**src/rtl/hybrid_exact_log_counter_macros.svh**
```systemverilog
// Assertion macros used by the hybrid exact/log counter RTL.
`ifndef HYBRID_EXACT_LOG_COUNTER_MACROS_SVH
`define HYBRID_EXACT_LOG_COUNTER_MACROS_SVH
`ifndef SYNTHESIS
`define HEL_ASSERT_CLK(lbl, clk, rstn, prop, msg) \
  lbl: assert property (@(posedge clk) disable iff (!rstn) prop) else $error(msg);
`define HEL_ASSERT(lbl, prop, msg) `HEL_ASSERT_CLK(lbl, clk_i, rst_ni, prop, msg)
`else
`define HEL_ASSERT_CLK(lbl, clk, rstn, prop, msg)
`define HEL_ASSERT(lbl, prop, msg)
`endif
`endif

```
**src/rtl/hel_pkg.sv**
```systemverilog
// Types, constants and helper functions of the hybrid exact/log counter.
package hel_pkg;

  localparam logic [7:0]  LogFlag   = 8'h80;
  localparam logic [7:0]  LogSplit  = 8'hC0;
  localparam logic [5:0]  ExpMax    = 6'd63;
  localparam logic [5:0]  ExpLow    = 6'd6;
  localparam logic [5:0]  ExpHigh   = 6'd7;
  localparam logic [63:0] SeedReset = 64'd88172645463325252;
  localparam int unsigned CmdDepth  = 2;
  localparam int unsigned ResDepth  = 2;

  typedef enum logic [1:0] {
    FUNC_INC   = 2'd0,
    FUNC_ADD   = 2'd1,
    FUNC_MERGE = 2'd2,
    FUNC_READ  = 2'd3
  } hel_func_e;

  typedef enum logic [1:0] {
    OP_INC  = 2'd0,
    OP_ADD  = 2'd1,
    OP_READ = 2'd2
  } hel_op_e;

  typedef enum logic [4:0] {
    ST_IDLE = 5'b00001,
    ST_INIT = 5'b00010,
    ST_WALK = 5'b00100,
    ST_BITS = 5'b01000,
    ST_DONE = 5'b10000
  } hel_state_e;

  typedef struct packed {
    logic [1:0]  func;
    logic [63:0] amount;
    logic [7:0]  other_word;
  } hel_in_t;

  typedef struct packed {
    logic        changed;
    logic [7:0]  counter_word;
    logic [63:0] estimate;
  } hel_out_t;

  typedef struct packed {
    hel_op_e     op;
    logic [63:0] addend;
  } hel_cmd_t;

  // One xorshift64 step with shifts 13, 7 and 17.
  function automatic logic [63:0] xorshift64(input logic [63:0] s);
    logic [63:0] x;
    x = s;
    x = x ^ (x << 13);
    x = x ^ (x >> 7);
    x = x ^ (x << 17);
    return x;
  endfunction

  // Estimate of exponent v: 2^(v+1)-2, saturating at 2^64-2 for the top exponent.
  function automatic logic [63:0] log_est(input logic [5:0] v);
    logic [63:0] e;
    if (v == ExpMax) begin
      e = 64'hFFFF_FFFF_FFFF_FFFE;
    end else begin
      e = (64'd1 << ({1'b0, v} + 7'd1)) - 64'd2;
    end
    return e;
  endfunction

  function automatic logic [63:0] word_est(input logic [7:0] w);
    logic [63:0] e;
    if (w[7]) begin
      e = log_est((w[6:0] > {1'b0, ExpMax}) ? ExpMax : w[5:0]);
    end else begin
      e = {57'd0, w[6:0]};
    end
    return e;
  endfunction

  // Mask of the k lowest bits, k from 1 to 64.
  function automatic logic [63:0] low_mask(input logic [6:0] k);
    return (64'd1 << k) - 64'd1;
  endfunction

endpackage

```
**src/rtl/hel_queue.sv**
```systemverilog
// Small register-based first-in first-out queue.
module hel_queue #(
  parameter int unsigned WIDTH = 8,
  parameter int unsigned DEPTH = 2
) (
  input  logic             clk_i,
  input  logic             rst_ni,
  input  logic             push_i,
  input  logic [WIDTH-1:0] data_i,
  output logic             full_o,
  input  logic             pop_i,
  output logic [WIDTH-1:0] data_o,
  output logic             empty_o
);

  localparam int unsigned PtrW = (DEPTH > 1) ? $clog2(DEPTH) : 1;
  localparam int unsigned CntW = $clog2(DEPTH + 1);

  logic [WIDTH-1:0] mem_q [DEPTH];
  logic [PtrW-1:0]  wr_ptr_q, wr_ptr_d, rd_ptr_q, rd_ptr_d;
  logic [CntW-1:0]  count_q, count_d;
  logic             do_push, do_pop;

  assign full_o  = (count_q == CntW'(DEPTH));
  assign empty_o = (count_q == '0);
  assign data_o  = mem_q[rd_ptr_q];
  assign do_push = push_i && !full_o;
  assign do_pop  = pop_i && !empty_o;

  always_comb begin
    wr_ptr_d = wr_ptr_q;
    rd_ptr_d = rd_ptr_q;
    count_d  = count_q;
    if (do_push) begin
      wr_ptr_d = (wr_ptr_q == PtrW'(DEPTH - 1)) ? '0 : wr_ptr_q + PtrW'(1);
    end
    if (do_pop) begin
      rd_ptr_d = (rd_ptr_q == PtrW'(DEPTH - 1)) ? '0 : rd_ptr_q + PtrW'(1);
    end
    if (do_push && !do_pop) begin
      count_d = count_q + CntW'(1);
    end else if (do_pop && !do_push) begin
      count_d = count_q - CntW'(1);
    end
  end

  always_ff @(posedge clk_i or negedge rst_ni) begin
    if (!rst_ni) begin
      wr_ptr_q <= '0;
      rd_ptr_q <= '0;
      count_q  <= '0;
    end else begin
      wr_ptr_q <= wr_ptr_d;
      rd_ptr_q <= rd_ptr_d;
      count_q  <= count_d;
    end
  end

  always_ff @(posedge clk_i) begin
    if (do_push) begin
      mem_q[wr_ptr_q] <= data_i;
    end
  end

endmodule

```
**src/rtl/hel_front.sv**
```systemverilog
// Front end: turns an accepted item into a command for the execution engine.
module hel_front (
  input  hel_pkg::hel_in_t  in_i,
  output hel_pkg::hel_cmd_t cmd_o
);
  import hel_pkg::*;

  always_comb begin
    cmd_o.op     = OP_READ;
    cmd_o.addend = '0;
    case (in_i.func)
      FUNC_INC: begin
        cmd_o.op = OP_INC;
      end
      FUNC_ADD: begin
        cmd_o.op     = OP_ADD;
        cmd_o.addend = in_i.amount;
      end
      // A merge is an add of the other counter's estimate.
      FUNC_MERGE: begin
        cmd_o.op     = OP_ADD;
        cmd_o.addend = word_est(in_i.other_word);
      end
      FUNC_READ: begin
        cmd_o.op = OP_READ;
      end
      default: begin
        cmd_o.op = OP_READ;
      end
    endcase
  end

endmodule

```
**src/rtl/hel_engine.sv**
```systemverilog
// Execution engine: holds the counter word and generator state and runs each command.
module hel_engine (
  input  logic              clk_i,
  input  logic              rst_ni,
  input  logic              cfg_we_i,
  input  logic [63:0]       cfg_data_i,
  input  logic              cmd_empty_i,
  input  hel_pkg::hel_cmd_t cmd_i,
  output logic              cmd_pop_o,
  input  logic              res_full_i,
  output logic              res_push_o,
  output hel_pkg::hel_out_t res_o
);
  import hel_pkg::*;

  hel_state_e  state_q, state_d;
  logic [7:0]  word_q, word_d, res_word_q, res_word_d;
  logic [63:0] rng_q, rng_d;
  logic [5:0]  v_q, v_d, shift_q, shift_d;
  logic [63:0] add_q, add_d, sum_q, sum_d, remain_q, remain_d;
  logic [6:0]  second_q, second_d;
  logic        pass2_q, pass2_d;

  logic [63:0] draw;
  logic [5:0]  d_clamp;
  logic        inc_hit, bit_hit;
  logic [64:0] init_sum;
  logic [7:0]  small_sum;
  logic [63:0] step;
  logic        finish;
  logic [5:0]  fin_v;

  assign draw     = xorshift64(rng_q);
  assign d_clamp  = (word_q[6:0] > {1'b0, ExpMax}) ? ExpMax : word_q[5:0];
  assign init_sum = {1'b0, log_est(v_q)} + {1'b0, add_q};
  assign small_sum = {1'b0, word_q[6:0]} + cmd_i.addend[7:0];
  assign step     = 64'd1 << v_q;

  // A draw wins when its trailing zero count exceeds the exponent; an all-zero draw
  // counts as the top exponent.
  assign inc_hit = ((draw & low_mask({1'b0, d_clamp} + 7'd1)) == '0) &&
                   !((draw == '0) && (d_clamp == ExpMax));
  assign bit_hit = (v_q != ExpMax) &&
                   ((draw == '0) || (shift_q > v_q) ||
                    ((draw & low_mask({1'b0, v_q} - {1'b0, shift_q} + 7'd1)) == '0));

  assign res_o.changed      = (res_word_q != word_q);
  assign res_o.counter_word = res_word_q;
  assign res_o.estimate     = word_est(res_word_q);

  always_comb begin
    state_d    = state_q;
    word_d     = word_q;
    res_word_d = res_word_q;
    rng_d      = rng_q;
    v_d        = v_q;
    shift_d    = shift_q;
    add_d      = add_q;
    sum_d      = sum_q;
    remain_d   = remain_q;
    second_d   = second_q;
    pass2_d    = pass2_q;
    cmd_pop_o  = 1'b0;
    res_push_o = 1'b0;
    finish     = 1'b0;
    fin_v      = v_q;

    case (state_q)
      ST_IDLE: begin
        if (!cmd_empty_i) begin
          cmd_pop_o = 1'b1;
          state_d   = ST_DONE;
          case (cmd_i.op)
            OP_INC: begin
              if (!word_q[7]) begin
                res_word_d = (word_q[6:0] == 7'h7F) ? (LogFlag | {2'b00, ExpLow})
                                                    : word_q + 8'd1;
              end else begin
                rng_d      = draw;
                res_word_d = {2'b10, d_clamp + {5'd0, inc_hit}};
              end
            end
            OP_ADD: begin
              if (cmd_i.addend == '0) begin
                res_word_d = word_q;
              end else if (!word_q[7] && (cmd_i.addend[63:7] == '0)) begin
                if (!small_sum[7]) begin
                  res_word_d = small_sum;
                end else begin
                  res_word_d = LogFlag | {2'b00, (small_sum < LogSplit) ? ExpLow : ExpHigh};
                end
              end else if (!word_q[7]) begin
                // A large add to an exact count: add the amount to exponent zero,
                // then the old exact count in a second pass.
                v_d      = '0;
                add_d    = cmd_i.addend;
                second_d = word_q[6:0];
                pass2_d  = 1'b1;
                state_d  = ST_INIT;
              end else begin
                v_d     = d_clamp;
                add_d   = cmd_i.addend;
                pass2_d = 1'b0;
                state_d = ST_INIT;
              end
            end
            OP_READ: begin
              res_word_d = word_q;
            end
            default: begin
              res_word_d = word_q;
            end
          endcase
        end
      end
      ST_INIT: begin
        if (add_q == '0) begin
          finish = 1'b1;
        end else if (init_sum[64]) begin
          finish = 1'b1;
          fin_v  = ExpMax;
        end else begin
          sum_d    = init_sum[63:0];
          remain_d = add_q;
          shift_d  = '0;
          state_d  = ST_WALK;
        end
      end
      ST_WALK: begin
        // Deterministic part: climb while the exact sum reaches the next estimate.
        if ((v_q != ExpMax) && (sum_q >= log_est(v_q + 6'd1))) begin
          remain_d = (step > remain_q) ? '0 : remain_q - step;
          v_d      = v_q + 6'd1;
        end else begin
          state_d = ST_BITS;
        end
      end
      ST_BITS: begin
        // Probabilistic part: one draw for every set bit of what is left.
        if (remain_q == '0) begin
          finish = 1'b1;
        end else begin
          if (remain_q[0]) begin
            rng_d = draw;
            if (bit_hit) begin
              v_d = v_q + 6'd1;
            end
          end
          remain_d = remain_q >> 1;
          shift_d  = shift_q + 6'd1;
        end
      end
      ST_DONE: begin
        if (!res_full_i) begin
          res_push_o = 1'b1;
          word_d     = res_word_q;
          state_d    = ST_IDLE;
        end
      end
      default: begin
        state_d = ST_IDLE;
      end
    endcase

    if (finish) begin
      v_d = fin_v;
      if (pass2_q) begin
        pass2_d = 1'b0;
        add_d   = {57'd0, second_q};
        state_d = ST_INIT;
      end else begin
        res_word_d = {2'b10, fin_v};
        state_d    = ST_DONE;
      end
    end

    if (cfg_we_i) begin
      rng_d = cfg_data_i;
    end
  end

  always_ff @(posedge clk_i or negedge rst_ni) begin
    if (!rst_ni) begin
      state_q <= ST_IDLE;
      word_q  <= '0;
      rng_q   <= SeedReset;
      pass2_q <= 1'b0;
    end else begin
      state_q <= state_d;
      word_q  <= word_d;
      rng_q   <= rng_d;
      pass2_q <= pass2_d;
    end
  end

  always_ff @(posedge clk_i) begin
    res_word_q <= res_word_d;
    v_q        <= v_d;
    shift_q    <= shift_d;
    add_q      <= add_d;
    sum_q      <= sum_d;
    remain_q   <= remain_d;
    second_q   <= second_d;
  end

endmodule

```
**src/rtl/hybrid_exact_log_counter.sv**
```systemverilog
// Top level of the hybrid exact/logarithmic event counter.
//
// Usage: items enter through a queue-like port: in_data_i is taken at a clock edge
// where push is high and full is low. Results leave the same way: while empty is
// low the oldest result sits on res_data_o and is taken when pop is high.
// Every item gives exactly one result, in order.
// Increments, reads and small adds to an exact count go from the command queue to the
// engine's result register and, in its done state, into the result queue; the engine
// takes the next item only after that push. An add in log mode walks the exponent one
// step per cycle (up to 63) and then draws once per remaining addend bit; a large add
// to an exact count runs that sequence twice. The engine has a single walk/draw
// sequencer, so it takes no new item while an add runs.
// A two-entry command queue and a two-entry result queue sit on either side, so
// new items are taken while results wait; when the receiver stalls the result
// queue fills, the engine holds its finished result and full rises once the
// command queue is also full.
// Reset clears the counter word to zero, loads the default generator seed and
// empties both queues. A write on cfg_we_i loads cfg_data_i as the generator state.
`include "hybrid_exact_log_counter_macros.svh"
module hybrid_exact_log_counter #(
  parameter int unsigned CMD_DEPTH = hel_pkg::CmdDepth,
  parameter int unsigned RES_DEPTH = hel_pkg::ResDepth
) (
  input  logic              clk_i,
  input  logic              rst_ni,
  input  logic              cfg_we_i,
  input  logic [63:0]       cfg_data_i,
  input  logic              push,
  input  hel_pkg::hel_in_t  in_data_i,
  output logic              full,
  input  logic              pop,
  output hel_pkg::hel_out_t res_data_o,
  output logic              empty
);
  import hel_pkg::*;

  hel_cmd_t                 front_cmd, cmd_head;
  logic [$bits(hel_cmd_t)-1:0] cmd_vec;
  logic                     cmd_empty, cmd_pop;
  hel_out_t                 res_new;
  logic [$bits(hel_out_t)-1:0] res_vec;
  logic                     res_full, res_push;

  hel_front u_front (
    .in_i  (in_data_i),
    .cmd_o (front_cmd)
  );

  hel_queue #(
    .WIDTH ($bits(hel_cmd_t)),
    .DEPTH (CMD_DEPTH)
  ) u_cmd_queue (
    .clk_i   (clk_i),
    .rst_ni  (rst_ni),
    .push_i  (push),
    .data_i  (front_cmd),
    .full_o  (full),
    .pop_i   (cmd_pop),
    .data_o  (cmd_vec),
    .empty_o (cmd_empty)
  );

  assign cmd_head = hel_cmd_t'(cmd_vec);

  hel_engine u_engine (
    .clk_i       (clk_i),
    .rst_ni      (rst_ni),
    .cfg_we_i    (cfg_we_i),
    .cfg_data_i  (cfg_data_i),
    .cmd_empty_i (cmd_empty),
    .cmd_i       (cmd_head),
    .cmd_pop_o   (cmd_pop),
    .res_full_i  (res_full),
    .res_push_o  (res_push),
    .res_o       (res_new)
  );

  hel_queue #(
    .WIDTH ($bits(hel_out_t)),
    .DEPTH (RES_DEPTH)
  ) u_res_queue (
    .clk_i   (clk_i),
    .rst_ni  (rst_ni),
    .push_i  (res_push),
    .data_i  (res_new),
    .full_o  (res_full),
    .pop_i   (pop),
    .data_o  (res_vec),
    .empty_o (empty)
  );

  assign res_data_o = hel_out_t'(res_vec);

  `HEL_ASSERT(a_res_push_room, res_push |-> !res_full, "result pushed into a full queue")
  `HEL_ASSERT(a_cmd_pop_valid, cmd_pop |-> !cmd_empty, "command taken from an empty queue")
  `HEL_ASSERT_CLK(a_exp_range, clk_i, rst_ni,
    res_push |-> !(res_new.counter_word[7] && res_new.counter_word[6]),
    "log-mode exponent above 63")

endmodule

```
**config.mk**
```make
export PLATFORM = sky130hd
export DESIGN_NAME = hybrid_exact_log_counter
export DESIGN_NICKNAME = d
export VERILOG_FILES = /design/src/rtl/hel_pkg.sv /design/src/rtl/hel_queue.sv /design/src/rtl/hel_front.sv /design/src/rtl/hel_engine.sv /design/src/rtl/hybrid_exact_log_counter.sv
export VERILOG_INCLUDE_DIRS = /design/src /design/src/rtl
export SDC_FILE = /design/constraint.sdc
export NUM_CORES = 2
export LEC_CHECK = 0
export BUFFER_PORTS_ARGS = -buffer_cell sky130_fd_sc_hd__buf_2
export CAP_MARGIN = 10
export CELL_PAD_IN_SITES_DETAIL_PLACEMENT = 1
export CELL_PAD_IN_SITES_GLOBAL_PLACEMENT = 1
export CORE_MARGIN = 3
export CORE_UTILIZATION = 30
export DETAILED_ROUTE_END_ITERATION = 16
export GPL_TIMING_DRIVEN = 0
export PLACE_DENSITY = 0.65
export SYNTH_ARGS = -nofsm -noshare
export SYNTH_HDL_FRONTEND = slang
export SYNTH_SLANG_ARGS = --single-unit
```
**constraint.sdc**
```tcl
create_clock -name clk_i -period 16.3 [get_ports clk_i]
set_input_delay 3.26 -clock clk_i [delete_from_list [all_inputs] [get_ports clk_i]]
set_output_delay 3.26 -clock clk_i [all_outputs]
set_load 0.005 [all_outputs]
```
[Word level (Yosys, flattened, before mapping)]
Memory sizes are Yosys's and may differ from the RTL's.
Cells that the tools add are included.
Storage, ports and cells
  bits in registers: 305
  RAM bits: 278
  bits of input ports: 143
  output and inout port bits: 75
  memories kept: 2
Memories
  u_res_queue.mem_q: words 2, width 73, rd ports 1, clocked after Yosys merged registers in 0, write ports 1, RTL line hel_queue.sv:19  | logic [WIDTH-1:0] mem_q [DEPTH];
  u_cmd_queue.mem_q: words 2, width 66, rd ports 1, clocked after Yosys merged registers in 0, write ports 1, RTL line hel_queue.sv:19
Cells by class
  add/sub/neg operators: 28
  magnitude comparators: 7
  equality and inequality tests: 41
  shift operators: 7
  multiplexer cells: 100
  bitwise logic cells: 12
  reductions and logical operators: 51
Operators with widths (count)
  $mux 64: 25
  $logic_not 64->1: 6
  $shl 1x7->64 const A: 6
  $pmux 64 s2: 2
  $sub 64x2->64 const B: 4
  $pmux 64 s3: 1
  $and 64x64->64: 2
  $sub 64x1->64 const B: 2
  $xor 64x64->64: 2
  $mux 6: 19
  $mux 8: 9
  $add 64x64->65: 1
  $ge 64x64->1: 1
  $gt 64x64->1: 1
  $shl 1x6->64 const A: 1
  $sub 64x64->64: 1
  $xor 64x57->64: 1
  $logic_not 57->1: 1
  $mux 5: 10
  $add 6x1->7 const B: 5
  $eq 6x6->1 const B: 5
  $pmux 5 s5: 1
  $mux 1: 24
  $gt 7x6->1 const B: 3
  47 further kinds: 113

[Logic depth before layout (Yosys ltp)]
  depth after elaboration: 15
  depth in mapped cells: 33
  mapped depth without buffers: 28

[Modules after synthesis]
From an unflattened synthesis, not the netlist that was laid out.
Second synthesis, totals
  cell total of the unflattened synthesis: 5543
  area total of the unflattened synthesis: 47650.7 sq um
By module, submodules not included
  hel_engine: times used 1, cells each 4610, area an instance 34174.0 sq um, seq. area each 7845.0 sq um
  hel_queue (u_res_queue): times used 1, cells each 246, area an instance 5711.7 sq um, seq. area each 4484.3 sq um
  hel_queue (u_cmd_queue): times used 1, cells each 224, area an instance 5072.4 sq um, seq. area each 4063.9 sq um
  hel_front: times used 1, cells each 463, area an instance 2692.6 sq um, seq. area each 0.0 sq um

[Worst setup path before layout]
No wires, ideal clock.
  path type: register to register
  from: register u_engine.v_q[0]
  to: register u_engine.sum_q[0], enable pin
  setup time: 0.647 ns
  data arrival time: 10.949 ns
  data required time: 15.653 ns
  setup slack: 4.704 ns
  cell stages (with the launch flop): 26
  buffers on the path: 6
  period minus slack after synthesis: 11.596 ns
  cell sequence: edfxtp_1 buf_4 inv_1 ha_1 clkbuf_1 clkbuf_1 clkbuf_1 clkbuf_1 nand3_1 ha_1 o31ai_1 a2111oi_2 and2_1 nand3_1 nor3_1 or3b_2 ha_1 clkbuf_1 a21oi_1 nor2b_1 o21ai_0 nand2b_1 nor4_1 or3_1 a31oi_1 nor4_1
Between the ends
  longest elaborated chain between the ends: 7
  elaborated cells on any way between the ends: 8
  those cells by class: add/sub: 3; eq/ne: 1; shift: 1; mux: 1; bitwise: 1; reduce/logical: 1
Ends and longest elaborated chain
  start: declaration: RTL line hel_engine.sv:19  | logic [5:0] v_q, v_d, shift_q, shift_d;
  start signal: assignment: RTL line hel_engine.sv:198  | v_q <= v_d;
  $add 6x1->7: RTL line hel_pkg.sv:67  | e = (64'd1 << ({1'b0, v} + 7'd1)) - 64'd2;
  $shl 1x7->64: RTL line hel_pkg.sv:67
  $sub 64x2->64: RTL line hel_pkg.sv:67
  $mux 64 *: RTL line hel_pkg.sv:64  | if (v == ExpMax) begin
  $add 64x64->65 *: RTL line hel_engine.sv:35  | assign init_sum = {1'b0, log_est(v_q)} + {1'b0, add_q};
  $not 1->1 (no source line) *
  $reduce_and 3->1 (no source line) *
  end signal: assignment: RTL line hel_engine.sv:201  | sum_q <= sum_d;
  end: declaration: RTL line hel_engine.sv:20  | logic [63:0] add_q, add_d, sum_q, sum_d, remain_q, remain_d;
Mark *: on every way between the ends. The rest lies on a longest branch, timed or not.
A chain may end at the register's enable or synchronous reset.

[Final worst setup path]
  from: register u_engine.v_q[0]
  to: register u_engine.add_q[4]
Between the ends
  longest elaborated chain between the ends: 9
  elaborated cells on any way between the ends: 10
  those cells by class: add/sub: 3; eq/ne: 1; shift: 1; mux: 5
Ends and longest elaborated chain
  $add 6x1->7: RTL line hel_pkg.sv:67
  $shl 1x7->64: RTL line hel_pkg.sv:67
  $sub 64x2->64: RTL line hel_pkg.sv:67
  $mux 64 *: RTL line hel_pkg.sv:64
  $add 64x64->65 *: RTL line hel_engine.sv:35
  $mux 1 *: RTL line hel_engine.sv:119  | end else if (init_sum[64]) begin
  $mux 1 *: RTL line hel_engine.sv:117  | if (add_q == '0) begin
  $pmux 1 s2 *: RTL line hel_engine.sv:68  | case (state_q)
  $mux 64 *: RTL line hel_engine.sv:165  | if (finish) begin
  named net u_engine.add_d[4]: RTL line hel_engine.sv:20
  end signal: assignment: RTL line hel_engine.sv:200  | add_q <= add_d;
  end: declaration: RTL line hel_engine.sv:20
Mark *: on every way through the listed nets, which the timed path passes. The rest lies on a longest branch.

==> metrics.md <==
| Metric | Value |
|---|---|
| Routability Congestion | `between 0.9 and 1` |
| Num CTS Buffers | `70` |
| CP required | `about 17000 ps` |
| EDFF count, synth | `425` |
| Main flop type after synthesis | `edfxtp_1` |
| Post-CTS Hold Fix Bufs | `0` |
| Root Buffer | `clkbuf_16` |
| Finished Core Util | `34.6%` |
| Critical path capture point type | `register` |
| GRT Util Overall | `27.2%` |
| # nets final | `6187` |
| Worst vdd ir | `0.116 mV` |
| Area growth, synth to finish | `13.7%` |
| Post-synth cell types | `120` |
| Iteration-0 DRC Markers | `4551` |
| Worst skew pair latency | `720 ps` |
| Area of the multi-input gates | `28500 um^2` |
| CTS resizes | `0` |
| Fraction of layout cells with a size suffix above 1 | `9.84%` |
| Core area | `153000 um^2` |
| Syn Nets | `5882` |
| Max-cap violation count | `0` |
| Final Cycle Share | `66.4%` |
| FF/Latch Area | `16400 um^2` |
| Final setup violation count | `0` |
| Remaining global-route overflow | `0` |
| P_leak | `just under 20 nW` |
| Minimum clock period | `10820 ps` |
| TritonCTS clock tree | `yes` |
| Most frequent cells in the layout | `nand2_1, nor2_1, o21ai_0` |
| Critical Path Source Type | `register` |
| Reg clk slew, reported paths | `60 ps` |
| DR WL/cell | `approximately 28 um` |
| Synth Register Bits | `583` |
| Rows | `~140` |
| Status | `completed` |
| Pin count of the biggest net entering global routing | `64` |
| PortBufs | `211` |
| F_max | `92.4 MHz` |
| Clock sink count | `583` |
| First-pass GRT wire length | `325 mm` |
| Syn Std Cell Area | `around 47000 um^2` |
| Worst-Margin Slew | `1390 ps` |
| Clock Skew | `between 60 and 70 ps` |
| Final Hold Viols | `0` |
| Pre-antenna DRT Iters | `6` |
| FFs w/ async S/R, synth | `about 15%` |
| Routed WL | `224 mm` |
| Hold WS | `448 ps` |
| Relative slew margins | `between 6 and 7%` |
| Drt drc | `0` |
| Most used cell, CP | `clkbuf_1` |
| Pwr/cell area | `approximately 280 nW/um^2` |
| Yosys synthesis warning count | `0` |
| Critical path fanouts, max | `10` |
| Deepest level of the CTS H-tree | `3` |
| RSZ-0062 raised after global routing | `false` |
| Vias in the first global route | `about 48000` |
| I/O pin count | `218` |
| Clk buf depth | `3` |
| Post-DP HPWL | `176 mm` |
| Post-CTS setup buffer count | `0` |
| Vias post-DR | `roughly 47000` |
| Gate Count Post-Synth | `5494` |
| Synth top area cells | `edfxtp_1, ha_1, nand2_1, xnor2_1, o21ai_0` |
| Commonest non-fill, non-tap cell in the layout | `nand2_1` |
| WP data arrival | `11350 ps` |
| Total chip power | `14.6 mW` |
| Die footprint | `about 160000 um^2` |
| Via/cell ratio | `6.01` |
| Area leader, netlist | `edfxtp_1` |
| Seq/Total Area, Yosys | `35.2%` |
| CP Class | `register to register` |
| Die width | `400 um` |
| Critical path's slowest cell | `clkbuf_1` |
| Antenna violations before repair | `14` |
| ANT nets after route | `0` |
| Fillers | `18209` |
| Min-delay worst type | `register to register` |
| Initial Utilization | `between 30% and 40%` |
| Die Y | `400 um` |
| Synth Area per Inst | `8.47 um^2` |
| Top-area cell type share of the netlist area | `27.4%` |
| Pins Over Slew Limit | `0` |
| Slowest stage delay, CP | `970 ps` |
==> worst paths after layout <==
check | startpoint | endpoint | slack (ps) | depth (start not counted)
max in group asynchronous | rst_ni | u_engine.state_q[0] | 12880 | 2
worst min register to register | u_engine.second_q[1] | u_engine.add_q[1] | 450 | 2
min in group asynchronous | rst_ni | u_engine.rng_q[60] | 2650 | 1
worst max-delay path | u_engine.v_q[0] | u_engine.add_q[4] | 5480 | 30
worst min-delay path | u_engine.second_q[1] | u_engine.add_q[1] | 450 | 2
worst max register to register | u_engine.v_q[0] | u_engine.add_q[4] | 5480 | 30
==> state kept, by name, indices dropped and copies added (netlist names) <==
name and cells:
u_engine.word_q 8, u_cmd_queue.rd_ptr_q 1, u_res_queue.mem_q 146, u_cmd_queue.count_q 2, u_engine.pass2_q 1, u_engine.v_q 6, u_cmd_queue.wr_ptr_q 1, u_engine.rng_q 64
u_res_queue.count_q 2, u_engine.sum_q 64, u_engine.res_word_q 8, u_engine.remain_q 64, u_engine.state_q 5, u_cmd_queue.mem_q 132, u_engine.second_q 7, u_res_queue.rd_ptr_q 1
u_engine.shift_q 6, u_res_queue.wr_ptr_q 1, u_engine.add_q 64
==> where the power goes <==
| group | internal [mW] | switching (mW) | total, mW |
|---|---|---|---|
| Sequential | 2.27 | 0.558 | 2.83 |
| Combinational | 3.41 | 6.70 | 10.1 |
| Clock | 0.970 | 0.710 | 1.68 |
==> critical path: cells and delay by family (launching register included) <==
family | cells | cell delay [ps]
XOR/XNOR | 1 | 140
adder cells (fa/ha/maj) | 3 | 890
AO/OA/AOI/OAI | 5 | 1490
flip-flops | 1 | 590
AND/OR/NAND/NOR | 11 | 2720
buffers and inverters | 10 | 4800
==> metrics by stage <==
step	area [um^2]	cells	TNS, ps	setup WS, ps
5_1_grt	52900	7886	0	4990
3_3_place_gp	50100	7735	-73940	-1430
3_5_place_dp	50400	7755	0	5620
4_1_cts	52800	7884	0	5560
6_report	52900	7897	0	5480
2_1_floorplan	46500	5494	0	4700
==> Yosys cell counts, types with 83 or more instances <==
master      n
a211oi_1  116
a21o_1    111
a21oi_1   426
clkbuf_1  289
edfxtp_1  425
ha_1      241
inv_1      99
mux2_2     85
nand2_1   644
nand3_1   148
nand4_1    83
nor2_1    520
nor3_1    139
nor4_1     95
o21ai_0   467
xnor2_1   267
xor2_1    133
==> routing by layer <==
| layer | up-vias | global-route usage, % | share of wire, % |
|---|---|---|---|
| li1 | 21083 | - | - |
| met5 | - | 0 | 0.029 |
| met3 | 502 | 4.89 | 7.7 |
| met4 | 10 | 11.6 | 4.5 |
| met1 | 23722 | 36.2 | 43 |
| met2 | 2106 | 43.1 | 45 |
==> cells by family (layout without fill, tap and decap cells) <==
kind of cell / after synthesis / count (layout) / synth area share, %
XOR/XNOR: 404 / 404 / 7.67
flip-flops: 583 / 583 / 35.2
AO/OA/AOI/OAI: 1712 / 1712 / 23.5
adder cells (fa/ha/maj): 248 / 248 / 6.72
multiplexers: 167 / 167 / 3.82
buffers and inverters: 439 / 801 / 3.63
AND/OR/NAND/NOR: 1940 / 1940 / 19.4
other: 1 / 12 / 0.00806
==> cell type report <==
class	instances	share of cell area, %
multi-input combinational	4472	53.8
sequential	583	31.0
tap	2030	4.80
clock buffer	88	3.62
timing repair buffer	233	2.55
buffer	333	2.44
clock inverter	41	0.937
inverter	106	0.752
antenna	11	0.0521
No activity file was read; power rests on OpenSTA's default activity.
